**src/sv/bfiq_pkg.sv**
```systemverilog
// Shared constants, codes and controller/datapath interface types for the Bloom filter core.
`default_nettype none
package bfiq_pkg;

    // Store geometry
    localparam int MAX_FILTER_BYTES = 512;
    localparam int ADDR_W           = $clog2(MAX_FILTER_BYTES);
    localparam int BYTES_W          = $clog2(MAX_FILTER_BYTES + 1);
    localparam int MAX_PROBES       = 30;
    localparam int PROBE_W          = 5;
    localparam int MIN_FILTER_BITS  = 64;

    // Remainder is taken on hash bits 31..3 against the byte count
    localparam int HASH_W    = 32;
    localparam int DIV_STEPS = HASH_W - 3;
    localparam int STEP_W    = $clog2(DIV_STEPS);

    // Field widths
    localparam int ACT_W      = 3;
    localparam int BPK_W      = 7;
    localparam int KEYS_W     = 13;
    localparam int CFG_IDX_W  = 2;
    localparam int CFG_DATA_W = 13;

    // Action codes
    localparam logic [ACT_W-1:0] ACT_CLEAR  = 3'd0;
    localparam logic [ACT_W-1:0] ACT_INSERT = 3'd1;
    localparam logic [ACT_W-1:0] ACT_QUERY  = 3'd2;
    localparam logic [ACT_W-1:0] ACT_READ   = 3'd3;
    localparam logic [ACT_W-1:0] ACT_WRITE  = 3'd4;

    // Configuration register indexes
    localparam logic [CFG_IDX_W-1:0] CFG_KEY_BITS    = 2'd0;
    localparam logic [CFG_IDX_W-1:0] CFG_KEY_COUNT   = 2'd1;
    localparam logic [CFG_IDX_W-1:0] CFG_PROBE_COUNT = 2'd2;

    // Controller states
    typedef enum logic [3:0] {
        ST_INIT,
        ST_IDLE,
        ST_DECODE,
        ST_CLEAR,
        ST_DIV,
        ST_RD,
        ST_CHK,
        ST_BYTE,
        ST_DONE
    } t_state;

    // Commands from controller to datapath
    typedef struct packed {
        logic load;       // capture the input word
        logic clr_step;   // zero one store byte, advance sweep address
        logic div_step;   // one restoring remainder step
        logic rd_probe;   // read the byte at the probe address
        logic probe_chk;  // set or test the probed bit, advance the hash
        logic rd_byte;    // read the byte at the requested address
        logic wr_byte;    // write the byte at the requested address
        logic set_err;    // flag an out-of-range address
        logic byte_cap;   // capture read data as result byte
        logic out_load;   // move the result into the output register
    } t_cmd;

    // Status from datapath to controller
    typedef struct packed {
        logic [ACT_W-1:0]   action;
        logic               idx_ok;
        logic               bit_set;
        logic               clr_last;
        logic               out_busy;
        logic [PROBE_W-1:0] num_probes;
    } t_status;

endpackage
`default_nettype wire

```
**src/sv/bfiq_dpath.sv**
```systemverilog
// Datapath: configuration, filter store, remainder unit, probe hash and result registers.
`default_nettype none
module bfiq_dpath (
    input  wire logic                            i_clk,
    input  wire logic                            i_rst_n,
    input  wire bfiq_pkg::t_cmd                  i_cmd,
    output bfiq_pkg::t_status                    o_status,
    input  wire logic [bfiq_pkg::ACT_W-1:0]      i_action,
    input  wire logic [bfiq_pkg::HASH_W-1:0]     i_key_hash,
    input  wire logic [bfiq_pkg::ADDR_W-1:0]     i_byte_index,
    input  wire logic [7:0]                      i_byte_value,
    input  wire logic                            i_cfg_valid,
    input  wire logic [bfiq_pkg::CFG_IDX_W-1:0]  i_cfg_index,
    input  wire logic [bfiq_pkg::CFG_DATA_W-1:0] i_cfg_data,
    input  wire logic                            i_out_ready,
    output logic                                 o_out_valid,
    output logic                                 o_may_match,
    output logic [7:0]                           o_byte_out,
    output logic                                 o_index_error
);

    // Configuration registers
    logic [bfiq_pkg::BPK_W-1:0]   r_key_bits;
    logic [bfiq_pkg::KEYS_W-1:0]  r_key_count;
    logic [bfiq_pkg::PROBE_W-1:0] r_probe_count;

    always_ff @(posedge i_clk) begin
        if (!i_rst_n) begin
            r_key_bits    <= bfiq_pkg::BPK_W'(10);
            r_key_count   <= '0;
            r_probe_count <= bfiq_pkg::PROBE_W'(6);
        end else if (i_cfg_valid) begin
            case (i_cfg_index)
                bfiq_pkg::CFG_KEY_BITS:    r_key_bits    <= i_cfg_data[bfiq_pkg::BPK_W-1:0];
                bfiq_pkg::CFG_KEY_COUNT:   r_key_count   <= i_cfg_data[bfiq_pkg::KEYS_W-1:0];
                bfiq_pkg::CFG_PROBE_COUNT: r_probe_count <= i_cfg_data[bfiq_pkg::PROBE_W-1:0];
                default: ;
            endcase
        end
    end

    // Active byte count: keys x bits, floor of 64 bits, whole bytes, saturated
    logic [19:0]                  w_bits;
    logic [19:0]                  w_bits_min;
    logic [19:0]                  w_bytes_raw;
    logic [bfiq_pkg::BYTES_W-1:0] r_num_bytes;
    logic [bfiq_pkg::PROBE_W-1:0] w_num_probes;

    always_comb begin
        w_bits      = 20'(r_key_count) * 20'(r_key_bits);
        w_bits_min  = (w_bits < 20'(bfiq_pkg::MIN_FILTER_BITS))
                      ? 20'(bfiq_pkg::MIN_FILTER_BITS) : w_bits;
        w_bytes_raw = (w_bits_min + 20'd7) >> 3;
    end

    always_ff @(posedge i_clk) begin
        if (w_bytes_raw > 20'(bfiq_pkg::MAX_FILTER_BYTES))
            r_num_bytes <= bfiq_pkg::BYTES_W'(bfiq_pkg::MAX_FILTER_BYTES);
        else
            r_num_bytes <= w_bytes_raw[bfiq_pkg::BYTES_W-1:0];
    end

    // Probe count clamped to 1..MAX_PROBES
    always_comb begin
        if (r_probe_count == '0)
            w_num_probes = bfiq_pkg::PROBE_W'(1);
        else if (r_probe_count > bfiq_pkg::PROBE_W'(bfiq_pkg::MAX_PROBES))
            w_num_probes = bfiq_pkg::PROBE_W'(bfiq_pkg::MAX_PROBES);
        else
            w_num_probes = r_probe_count;
    end

    // Captured input word and probe hash state
    logic [bfiq_pkg::ACT_W-1:0]     r_action;
    logic [bfiq_pkg::HASH_W-1:0]    r_hash;
    logic [bfiq_pkg::HASH_W-1:0]    r_delta;
    logic [bfiq_pkg::ADDR_W-1:0]    r_index;
    logic [7:0]                     r_value;
    logic [bfiq_pkg::HASH_W-1:0]    w_next_hash;
    logic [bfiq_pkg::HASH_W-1:0]    w_div_src;
    // Remainder unit: quotient bits shift out, remainder is the byte address
    logic [bfiq_pkg::DIV_STEPS-1:0] r_quot;
    logic [bfiq_pkg::ADDR_W-1:0]    r_rem;
    logic [2:0]                     r_low;
    logic [bfiq_pkg::ADDR_W:0]      w_rem2;
    // Result working registers
    logic                           r_miss;
    logic [7:0]                     r_byte;
    logic                           r_err;
    // Store access
    logic [7:0]                     r_mem [bfiq_pkg::MAX_FILTER_BYTES];
    logic [7:0]                     r_rdata;
    logic [bfiq_pkg::ADDR_W-1:0]    r_clr_addr;
    logic [bfiq_pkg::ADDR_W-1:0]    w_addr;
    logic                           w_we;
    logic [7:0]                     w_wdata;
    logic [7:0]                     w_mask;
    logic                           w_is_insert;

    assign w_next_hash = r_hash + r_delta;
    assign w_div_src   = i_cmd.load ? i_key_hash : w_next_hash;
    assign w_rem2      = {r_rem, r_quot[bfiq_pkg::DIV_STEPS-1]};
    assign w_mask      = 8'(1) << r_low;
    assign w_is_insert = (r_action == bfiq_pkg::ACT_INSERT);

    // Input capture, hash stepping and divider
    always_ff @(posedge i_clk) begin
        if (i_cmd.load) begin
            r_action <= i_action;
            r_hash   <= i_key_hash;
            r_delta  <= {i_key_hash[16:0], i_key_hash[31:17]};
            r_index  <= i_byte_index;
            r_value  <= i_byte_value;
        end else if (i_cmd.probe_chk) begin
            r_hash   <= w_next_hash;
        end
        if (i_cmd.load || i_cmd.probe_chk) begin
            r_quot <= w_div_src[bfiq_pkg::HASH_W-1:3];
            r_rem  <= '0;
            r_low  <= w_div_src[2:0];
        end else if (i_cmd.div_step) begin
            r_quot <= r_quot << 1;
            if (w_rem2 >= (bfiq_pkg::ADDR_W+1)'(r_num_bytes))
                r_rem <= bfiq_pkg::ADDR_W'(w_rem2 - (bfiq_pkg::ADDR_W+1)'(r_num_bytes));
            else
                r_rem <= w_rem2[bfiq_pkg::ADDR_W-1:0];
        end
    end

    // Result working values
    always_ff @(posedge i_clk) begin
        if (i_cmd.load) begin
            r_miss <= 1'b0;
            r_byte <= '0;
            r_err  <= 1'b0;
        end else begin
            if (i_cmd.probe_chk && (r_action == bfiq_pkg::ACT_QUERY) && ((r_rdata & w_mask) == '0))
                r_miss <= 1'b1;
            if (i_cmd.byte_cap)
                r_byte <= r_rdata;
            if (i_cmd.set_err)
                r_err <= 1'b1;
        end
    end

    // Clear sweep address; wraps back to zero after the last byte
    always_ff @(posedge i_clk) begin
        if (!i_rst_n)
            r_clr_addr <= '0;
        else if (i_cmd.clr_step)
            r_clr_addr <= r_clr_addr + 1'b1;
    end

    // Store port selection
    always_comb begin
        if (i_cmd.clr_step) begin
            w_addr  = r_clr_addr;
            w_we    = 1'b1;
            w_wdata = '0;
        end else if (i_cmd.rd_probe || i_cmd.probe_chk) begin
            w_addr  = r_rem;
            w_we    = i_cmd.probe_chk && w_is_insert;
            w_wdata = r_rdata | w_mask;
        end else begin
            w_addr  = r_index;
            w_we    = i_cmd.wr_byte;
            w_wdata = r_value;
        end
    end

    // Filter store, one port, registered read on request
    always_ff @(posedge i_clk) begin
        if (w_we)
            r_mem[w_addr] <= w_wdata;
        if (i_cmd.rd_probe || i_cmd.rd_byte)
            r_rdata <= r_mem[w_addr];
    end

    // Output register
    always_ff @(posedge i_clk) begin
        if (!i_rst_n) begin
            o_out_valid <= 1'b0;
        end else if (i_cmd.out_load) begin
            o_out_valid <= 1'b1;
        end else if (i_out_ready) begin
            o_out_valid <= 1'b0;
        end
    end

    always_ff @(posedge i_clk) begin
        if (i_cmd.out_load) begin
            o_may_match   <= (r_action == bfiq_pkg::ACT_QUERY) && !r_miss;
            o_byte_out    <= r_byte;
            o_index_error <= r_err;
        end
    end

    // Status to controller
    always_comb begin
        o_status.action     = r_action;
        o_status.idx_ok     = (bfiq_pkg::BYTES_W'(r_index) < r_num_bytes);
        o_status.bit_set    = ((r_rdata & w_mask) != '0);
        o_status.clr_last   = (r_clr_addr == bfiq_pkg::ADDR_W'(bfiq_pkg::MAX_FILTER_BYTES - 1));
        o_status.out_busy   = o_out_valid && !i_out_ready;
        o_status.num_probes = w_num_probes;
    end

endmodule
`default_nettype wire

```
**src/sv/bfiq_ctrl.sv**
```systemverilog
// Controller: state machine sequencing clears, probe walks and byte accesses.
`default_nettype none
module bfiq_ctrl (
    input  wire logic              i_clk,
    input  wire logic              i_rst_n,
    input  wire logic              i_in_valid,
    output logic                   o_in_ready,
    input  wire bfiq_pkg::t_status i_status,
    output bfiq_pkg::t_cmd         o_cmd
);

    bfiq_pkg::t_state             r_state, n_state;
    logic [bfiq_pkg::STEP_W-1:0]  r_step,  n_step;
    logic [bfiq_pkg::PROBE_W-1:0] r_probe, n_probe;
    logic                         w_div_last;
    logic                         w_probe_last;
    logic                         w_is_probe;

    assign w_div_last   = (r_step == bfiq_pkg::STEP_W'(bfiq_pkg::DIV_STEPS - 1));
    assign w_probe_last = (r_probe == i_status.num_probes - 1'b1);
    assign w_is_probe   = (i_status.action == bfiq_pkg::ACT_INSERT)
                       || (i_status.action == bfiq_pkg::ACT_QUERY);

    always_ff @(posedge i_clk) begin
        if (!i_rst_n) begin
            r_state <= bfiq_pkg::ST_INIT;
            r_step  <= '0;
            r_probe <= '0;
        end else begin
            r_state <= n_state;
            r_step  <= n_step;
            r_probe <= n_probe;
        end
    end

    // Next state and counters
    always_comb begin
        n_state = r_state;
        n_step  = r_step;
        n_probe = r_probe;
        case (r_state)
            bfiq_pkg::ST_INIT: begin
                if (i_status.clr_last)
                    n_state = bfiq_pkg::ST_IDLE;
            end
            bfiq_pkg::ST_IDLE: begin
                if (i_in_valid)
                    n_state = bfiq_pkg::ST_DECODE;
            end
            bfiq_pkg::ST_DECODE: begin
                n_step  = '0;
                n_probe = '0;
                case (i_status.action)
                    bfiq_pkg::ACT_CLEAR: n_state = bfiq_pkg::ST_CLEAR;
                    bfiq_pkg::ACT_READ:
                        n_state = i_status.idx_ok ? bfiq_pkg::ST_BYTE : bfiq_pkg::ST_DONE;
                    default:
                        n_state = w_is_probe ? bfiq_pkg::ST_DIV : bfiq_pkg::ST_DONE;
                endcase
            end
            bfiq_pkg::ST_CLEAR: begin
                if (i_status.clr_last)
                    n_state = bfiq_pkg::ST_DONE;
            end
            bfiq_pkg::ST_DIV: begin
                if (w_div_last) begin
                    n_step  = '0;
                    n_state = bfiq_pkg::ST_RD;
                end else begin
                    n_step  = r_step + 1'b1;
                end
            end
            bfiq_pkg::ST_RD: begin
                n_state = bfiq_pkg::ST_CHK;
            end
            bfiq_pkg::ST_CHK: begin
                // a query stops at its first clear bit
                if (w_probe_last ||
                    ((i_status.action == bfiq_pkg::ACT_QUERY) && !i_status.bit_set)) begin
                    n_state = bfiq_pkg::ST_DONE;
                end else begin
                    n_probe = r_probe + 1'b1;
                    n_state = bfiq_pkg::ST_DIV;
                end
            end
            bfiq_pkg::ST_BYTE: begin
                n_state = bfiq_pkg::ST_DONE;
            end
            bfiq_pkg::ST_DONE: begin
                if (!i_status.out_busy)
                    n_state = bfiq_pkg::ST_IDLE;
            end
            default: n_state = bfiq_pkg::ST_INIT;
        endcase
    end

    // Commands
    always_comb begin
        o_cmd      = '0;
        o_in_ready = 1'b0;
        case (r_state)
            bfiq_pkg::ST_INIT:  o_cmd.clr_step = 1'b1;
            bfiq_pkg::ST_IDLE: begin
                o_in_ready = 1'b1;
                o_cmd.load = i_in_valid;
            end
            bfiq_pkg::ST_DECODE: begin
                if ((i_status.action == bfiq_pkg::ACT_READ) ||
                    (i_status.action == bfiq_pkg::ACT_WRITE)) begin
                    o_cmd.set_err = !i_status.idx_ok;
                    o_cmd.rd_byte = i_status.idx_ok && (i_status.action == bfiq_pkg::ACT_READ);
                    o_cmd.wr_byte = i_status.idx_ok && (i_status.action == bfiq_pkg::ACT_WRITE);
                end
            end
            bfiq_pkg::ST_CLEAR: o_cmd.clr_step  = 1'b1;
            bfiq_pkg::ST_DIV:   o_cmd.div_step  = 1'b1;
            bfiq_pkg::ST_RD:    o_cmd.rd_probe  = 1'b1;
            bfiq_pkg::ST_CHK:   o_cmd.probe_chk = 1'b1;
            bfiq_pkg::ST_BYTE:  o_cmd.byte_cap  = 1'b1;
            bfiq_pkg::ST_DONE:  o_cmd.out_load  = !i_status.out_busy;
            default: ;
        endcase
    end

endmodule
`default_nettype wire

```
**src/sv/bloom_filter_insert_query_core.sv**
```systemverilog
// Top level of the Bloom filter insert/query core: controller plus datapath.
//
// Input channel (i_in_valid/o_in_ready) carries one word: action, key hash,
// byte index and byte value. Result channel (o_out_valid/i_out_ready) gives
// exactly one word per input word: may_match, byte_out, index_error.
// Configuration channel (i_cfg_valid/o_cfg_ready, always ready) writes
// bits per key (index 0), key_count (1) and probe_count (2); other indexes
// are ignored. Write configuration only while the core is idle.
// Sequence after acceptance: write byte and unused action codes go from decode
// straight to the result, read byte adds a capture state, clear zeroes all 512
// store bytes (one store byte zeroed per cycle), and insert/query run each probe
// as a 29-step bit-serial remainder against the byte count followed by a read
// and a check on the single store port. A query stops at the first clear bit.
// One word is in flight at a time; o_in_ready is high only when idle, and the
// next word is taken in the cycle after a result is loaded.
// After reset all 512 store bytes are swept to zero with o_in_ready low.
// The result sits in an output register; the core returns to idle and takes
// the next word while it waits, but holds a new result until it is taken.
`default_nettype none
module bloom_filter_insert_query_core (
    input  wire logic                            i_clk,
    input  wire logic                            i_rst_n,
    input  wire logic                            i_in_valid,
    output logic                                 o_in_ready,
    input  wire logic [bfiq_pkg::ACT_W-1:0]      i_action,
    input  wire logic [bfiq_pkg::HASH_W-1:0]     i_key_hash,
    input  wire logic [bfiq_pkg::ADDR_W-1:0]     i_byte_index,
    input  wire logic [7:0]                      i_byte_value,
    output logic                                 o_out_valid,
    input  wire logic                            i_out_ready,
    output logic                                 o_may_match,
    output logic [7:0]                           o_byte_out,
    output logic                                 o_index_error,
    input  wire logic                            i_cfg_valid,
    output logic                                 o_cfg_ready,
    input  wire logic [bfiq_pkg::CFG_IDX_W-1:0]  i_cfg_index,
    input  wire logic [bfiq_pkg::CFG_DATA_W-1:0] i_cfg_data
);

    bfiq_pkg::t_cmd    w_cmd;
    bfiq_pkg::t_status w_status;

    assign o_cfg_ready = 1'b1;

    bfiq_ctrl u_ctrl (
        .i_clk      (i_clk),
        .i_rst_n    (i_rst_n),
        .i_in_valid (i_in_valid),
        .o_in_ready (o_in_ready),
        .i_status   (w_status),
        .o_cmd      (w_cmd)
    );

    bfiq_dpath u_dpath (
        .i_clk         (i_clk),
        .i_rst_n       (i_rst_n),
        .i_cmd         (w_cmd),
        .o_status      (w_status),
        .i_action      (i_action),
        .i_key_hash    (i_key_hash),
        .i_byte_index  (i_byte_index),
        .i_byte_value  (i_byte_value),
        .i_cfg_valid   (i_cfg_valid),
        .i_cfg_index   (i_cfg_index),
        .i_cfg_data    (i_cfg_data),
        .i_out_ready   (i_out_ready),
        .o_out_valid   (o_out_valid),
        .o_may_match   (o_may_match),
        .o_byte_out    (o_byte_out),
        .o_index_error (o_index_error)
    );

endmodule
`default_nettype wire
```
**config.mk**
```make
export PLATFORM = sky130hd
export DESIGN_NAME = bloom_filter_insert_query_core
export DESIGN_NICKNAME = d
export VERILOG_FILES = /design/src/sv/bfiq_pkg.sv /design/src/sv/bfiq_dpath.sv /design/src/sv/bfiq_ctrl.sv /design/src/sv/bloom_filter_insert_query_core.sv
export SDC_FILE = /design/constraint.sdc
export NUM_CORES = 2
export LEC_CHECK = 0
export ABC_AREA = 0
export BUFFER_PORTS_ARGS = -buffer_cell sky130_fd_sc_hd__buf_2
export CAP_MARGIN = 20
export CELL_PAD_IN_SITES_DETAIL_PLACEMENT = 2
export CELL_PAD_IN_SITES_GLOBAL_PLACEMENT = 2
export CORE_ASPECT_RATIO = 1.2
export CORE_MARGIN = 8
export CORE_UTILIZATION = 51
export DETAILED_ROUTE_END_ITERATION = 8
export HOLD_SLACK_MARGIN = 0.05
export PLACE_DENSITY = 0.92
export SLEW_MARGIN = 20
export SYNTH_ARGS = -nofsm -noshare
export SYNTH_HDL_FRONTEND = slang
export SYNTH_SLANG_ARGS = --single-unit
```
**constraint.sdc**
```tcl
create_clock -name i_clk -period 68.1 [get_ports i_clk]
set_clock_uncertainty 0.1 [all_clocks]
set_input_delay 3.405 -clock i_clk [delete_from_list [all_inputs] [get_ports i_clk]]
set_output_delay 3.405 -clock i_clk [all_outputs]
set_load 0.05 [all_outputs]
```
==> impl_metrics.tcl, run 1 <==
set metrics [dict create \
    status "aborted with a tool error" \
    failed_stage "detailed placement (3_5_place_dp)" \
    first-error "[ERROR DPL-0033] detailed placement checks failed during check placement." \
    io_buffers 83 \
    start_util 0.5124 \
    synth-async-reset-ratio 0 \
    synth_nets 12000 \
    synth-seq-cells 4305 \
    synth_cells 11780 \
    ys_seq_area_frac 0.7346 \
    synth.distinct_cells 89 \
    synth_ff_type "edfxtp_1" \
    postSynthAreaPerCell_um2 14.86 \
    syn_area_um2 174900 \
    die-height_um 657.5 \
    synth_edf_count 4227 \
    dpl.hpwl_mm 595.3 \
    die_w_um 550.6 \
    synth_warnings 0 \
    ioPinCount 85 \
    gp_congestion 0.9330 \
    num_rows 235 \
]
[metrics by stage]
step / area [um2] / std cells / setup WS [ns] / hold slack [ns]
global placement: 180100 / 15890 / 58.50 / 0.3163
floorplan: 174900 / 11780 / 41.64 / 0.3081
[synth_stat cells, types with 24 or more instances]
cell type / count / area (um2)
edfxtp_1: 4227 / 126900
nand2_1: 2339 / 8780
nand3_1: 945 / 4730
nor2_1: 702 / 2635
mux4_2: 416 / 9369
a21oi_1: 321 / 1607
clkbuf_1: 289 / 1085
buf_2: 241 / 1206
mux2i_1: 181 / 1812
a22oi_1: 157 / 1179
a31oi_1: 150 / 938.4
and3_1: 134 / 838.3
inv_1: 121 / 454.2
buf_1: 117 / 439.2
a311oi_1: 108 / 945.9
o21ai_0: 97 / 485.5
nand4_1: 96 / 600.6
ha_1: 93 / 1164
dfxtp_1: 78 / 1562
a211oi_1: 71 / 533.0
buf_4: 71 / 533.0
nor3_1: 70 / 350.3
a32oi_1: 69 / 604.3
and2_1: 67 / 419.2
fa_1: 56 / 1121
nor4_1: 53 / 331.6
o22ai_1: 47 / 294.0
xnor2_1: 47 / 411.6
a21o_1: 34 / 255.2
buf_6: 33 / 371.6
o211ai_1: 24 / 180.2
[cells by family after synthesis]
logic type / share of synthesized area
xor+xnor: 0.003770
other cells: 0.00002144
fa+ha+maj: 0.01306
flops: 0.7346
buf+inv: 0.02340
simple gates: 0.1106
compound gates: 0.04951
mux: 0.06501
==> run 2, diff against run 1 <==
--- a/config.mk
+++ b/config.mk
@@ -8,14 +8,10 @@
 export ABC_AREA = 0
 export BUFFER_PORTS_ARGS = -buffer_cell sky130_fd_sc_hd__buf_2
 export CAP_MARGIN = 20
-export CELL_PAD_IN_SITES_DETAIL_PLACEMENT = 2
-export CELL_PAD_IN_SITES_GLOBAL_PLACEMENT = 2
-export CORE_ASPECT_RATIO = 1.2
 export CORE_MARGIN = 8
-export CORE_UTILIZATION = 51
+export CORE_UTILIZATION = 40
 export DETAILED_ROUTE_END_ITERATION = 8
-export HOLD_SLACK_MARGIN = 0.05
-export PLACE_DENSITY = 0.92
+export PLACE_DENSITY_LB_ADDON = 0.15
 export SLEW_MARGIN = 20
 export SYNTH_ARGS = -nofsm -noshare
 export SYNTH_HDL_FRONTEND = slang
==> run 2 against run 1 <==
Synthesized cell count stayed put. Synthesized area unchanged. The run now ends clean.
==> impl_metrics.tcl, run 2 <==
set metrics [dict create \
    synth_warnings 0 \
    rsz0062_at_grt "false" \
    gr-usage-all-layers 0.2554 \
    die-area_um2 458700 \
    postSynthAreaPerCell_um2 14.86 \
    top_register "u_dpath.r_mem" \
    fillers 38280 \
    clock.fmax_ghz 0.1194 \
    power.total_uw 10200 \
    finalWorstSetupSlack_ns 59.73 \
    cts.repair.resized 0 \
    synth_edf_count 4227 \
    routed_via_density 6.021 \
    reg_top3 "u_dpath.r_mem x4096, u_dpath.r_delta x32, u_dpath.r_hash x30" \
    synth_cells 11780 \
    grt_max_degree 211 \
    root_buffer "clkbuf_16" \
    synth-seq-cells 4305 \
    mostFrequentLayoutCells "4227 x edfxtp_1, 2332 x nand2_1, 941 x nand3_1" \
    yosysTopAreaCellShare 0.7257 \
    reg2reg_depth 16 \
    yosysMostFrequentCell "edfxtp_1" \
    drt-total-wl_mm 607.1 \
    start_util 0.4006 \
    crit_family "buffers and inverters" \
    critPathSlowestCell "dfxtp_1" \
    cts_max_path_buffers 4 \
    hold_viol 0 \
    dpl.hpwl_mm 361.2 \
    grt.overflow.total 0 \
    tns_ns 0 \
    postCtsHoldBufs 0 \
    cap_violations 0 \
    path_max_fanout 113 \
    ioPinCount 85 \
    cts_tree "built" \
    path_cells "nor2b_1 > nand3_1 > o221ai_4 > buf_12 > buf_4 > buf_4 > buf_4 > buf_4 > mux4_2 > a22oi_1 > nand3_1 > o21ai_0 > nand2_1 > a2111oi_0 > buf_4 > nand4b_1" \
    synthTopCellsByCount "4227 x edfxtp_1, 2339 x nand2_1, 945 x nand3_1, 702 x nor2_1, 416 x mux4_2" \
    drt-wirelength-per-cell_um 33.64 \
    synth-async-reset-ratio 0 \
    critical_path.max_stage_delay_ns 0.94 \
    crit_required_ns 68.75 \
    ir_worst_vdd_v 0.00006238 \
    synth_ff_type "edfxtp_1" \
    critical_path_class "reg2reg" \
    cts.sinks 4305 \
    area_delta_synth_final_pct 12.36 \
    clk_pin_slew_ns 0.06 \
    synth.distinct_cells 89 \
    final_layout_size_suffix_gt1_frac 0.1291 \
    synth_nets 12000 \
    cts-htree-levels 5 \
    fin_nets 12110 \
    dp_slack_ns 59.98 \
    grt_pass1_wl_mm 838.4 \
    ys_seq_area_frac 0.7346 \
    status "complete, no violations" \
    drtIter0Drc 15760 \
    synth_area_leaders "edfxtp_1 73%, mux4_2 5.4%, nand2_1 5.0%" \
    clk_latency_ns 1.03 \
    final_common_cell "edfxtp_1" \
    slew_headroom 0.1363 \
    leakagePower_uw 0.06452 \
    gp_congestion 0.8590 \
    period_minus_slack_ns 8.372 \
    endpoint_kind "register" \
    power_density_nw_per_um2 51.89 \
    cp.depth 16 \
    antenna_found_initial 54 \
    postCtsSetupRepairBufs 0 \
    num_rows 243 \
    crit_top_cell "buf_4" \
    crit_buf_inv 6 \
    yosys.area.top_type "edfxtp_1" \
    setup_viol 0 \
    hp-class "reg2reg" \
    syn_area_um2 174900 \
    fin_crit_sh 0.1229 \
    tightest_slew_ns 1.295 \
    core_area_um2 436600 \
    maxSlewViolCount 0 \
    postRouteAntennaNets 0 \
    numCtsBuffers 444 \
    grt_pass1_vias 103700 \
    die_w_um 677.3 \
    io_buffers 83 \
    route.detailed.drc 0 \
    min_delay_path_depth 0 \
    die-height_um 677.3 \
    drt_first_pass_iters 8 \
    largest_reg_flops 4096 \
    cp.arrival_ns 9.02 \
    worstSetupStartpointType "register" \
    vias 108600 \
]
[run 2: cell counts after synthesis]
Identical to the previous run, type by type.
[run 2: area by class of cell]
class | count | area [um2] | share of cell area
inverter | 122 | 459.2 | 0.002336
tap | 5757 | 7203 | 0.03665
timing repair buffer | 423 | 3309 | 0.01684
clock buffer | 560 | 11740 | 0.05971
multi-input combinational | 6597 | 42950 | 0.2185
clock inverter | 251 | 2320 | 0.01180
sequential | 4305 | 128500 | 0.6538
antenna | 29 | 72.57 | 0.0003692
[run 2: metrics by stage]
step	cell area, um2	utilization	instances	hold WS, ns
global placement	182100	0.4172	17190	0.3220
global route	196500	0.4500	18020	0.3567
CTS	196300	0.4497	18010	0.3435
finish	196500	0.4502	18040	0.3406
detailed placement	182300	0.4175	17200	0.3266
floorplan	174900	-	11780	0.3081
[run 2: path summary, 6_finish.rpt]
kind / slack (ns) / to / start
max reg2reg: 59.73 / u_dpath.r_rdata[2] / u_ctrl.r_state[2]
min reg2reg: 0.34 / u_dpath.o_index_error / u_dpath.r_err
min: 0.34 / u_dpath.o_index_error / u_dpath.r_err
max: 59.73 / u_dpath.r_rdata[2] / u_ctrl.r_state[2]
[run 2: cells by family after synthesis]
logic type,after synthesis,synth area share
other,1,0.00002144
and+or+nand+nor,4498,0.1106
adders and majority gates,149,0.01306
xor gates and xnor gates,71,0.003770
DFF,4305,0.7346
buffers and inverters,873,0.02340
AOI/OAI and AO/OA,1264,0.04951
muxes,614,0.06501
[run 2: power by group]
group | switching, uW | internal, uW | total [uW]
Combinational | 3330 | 1110 | 4440
Sequential | 26.4 | 3340 | 3360
Clock | 1050 | 1340 | 2390
[run 2: layer usage]
| layer | wire length [um] | part of all wire | global-route usage |
|---|---|---|---|
| met1 | 241400 | 0.40 | 0.3514 |
| met2 | 277200 | 0.46 | 0.3982 |
| met3 | 63410 | 0.10 | 0.05821 |
| met4 | 24870 | 0.041 | 0.09351 |
| met5 | 214 | 0.00035 | 0 |
No activity file was read; power rests on OpenSTA's default activity.
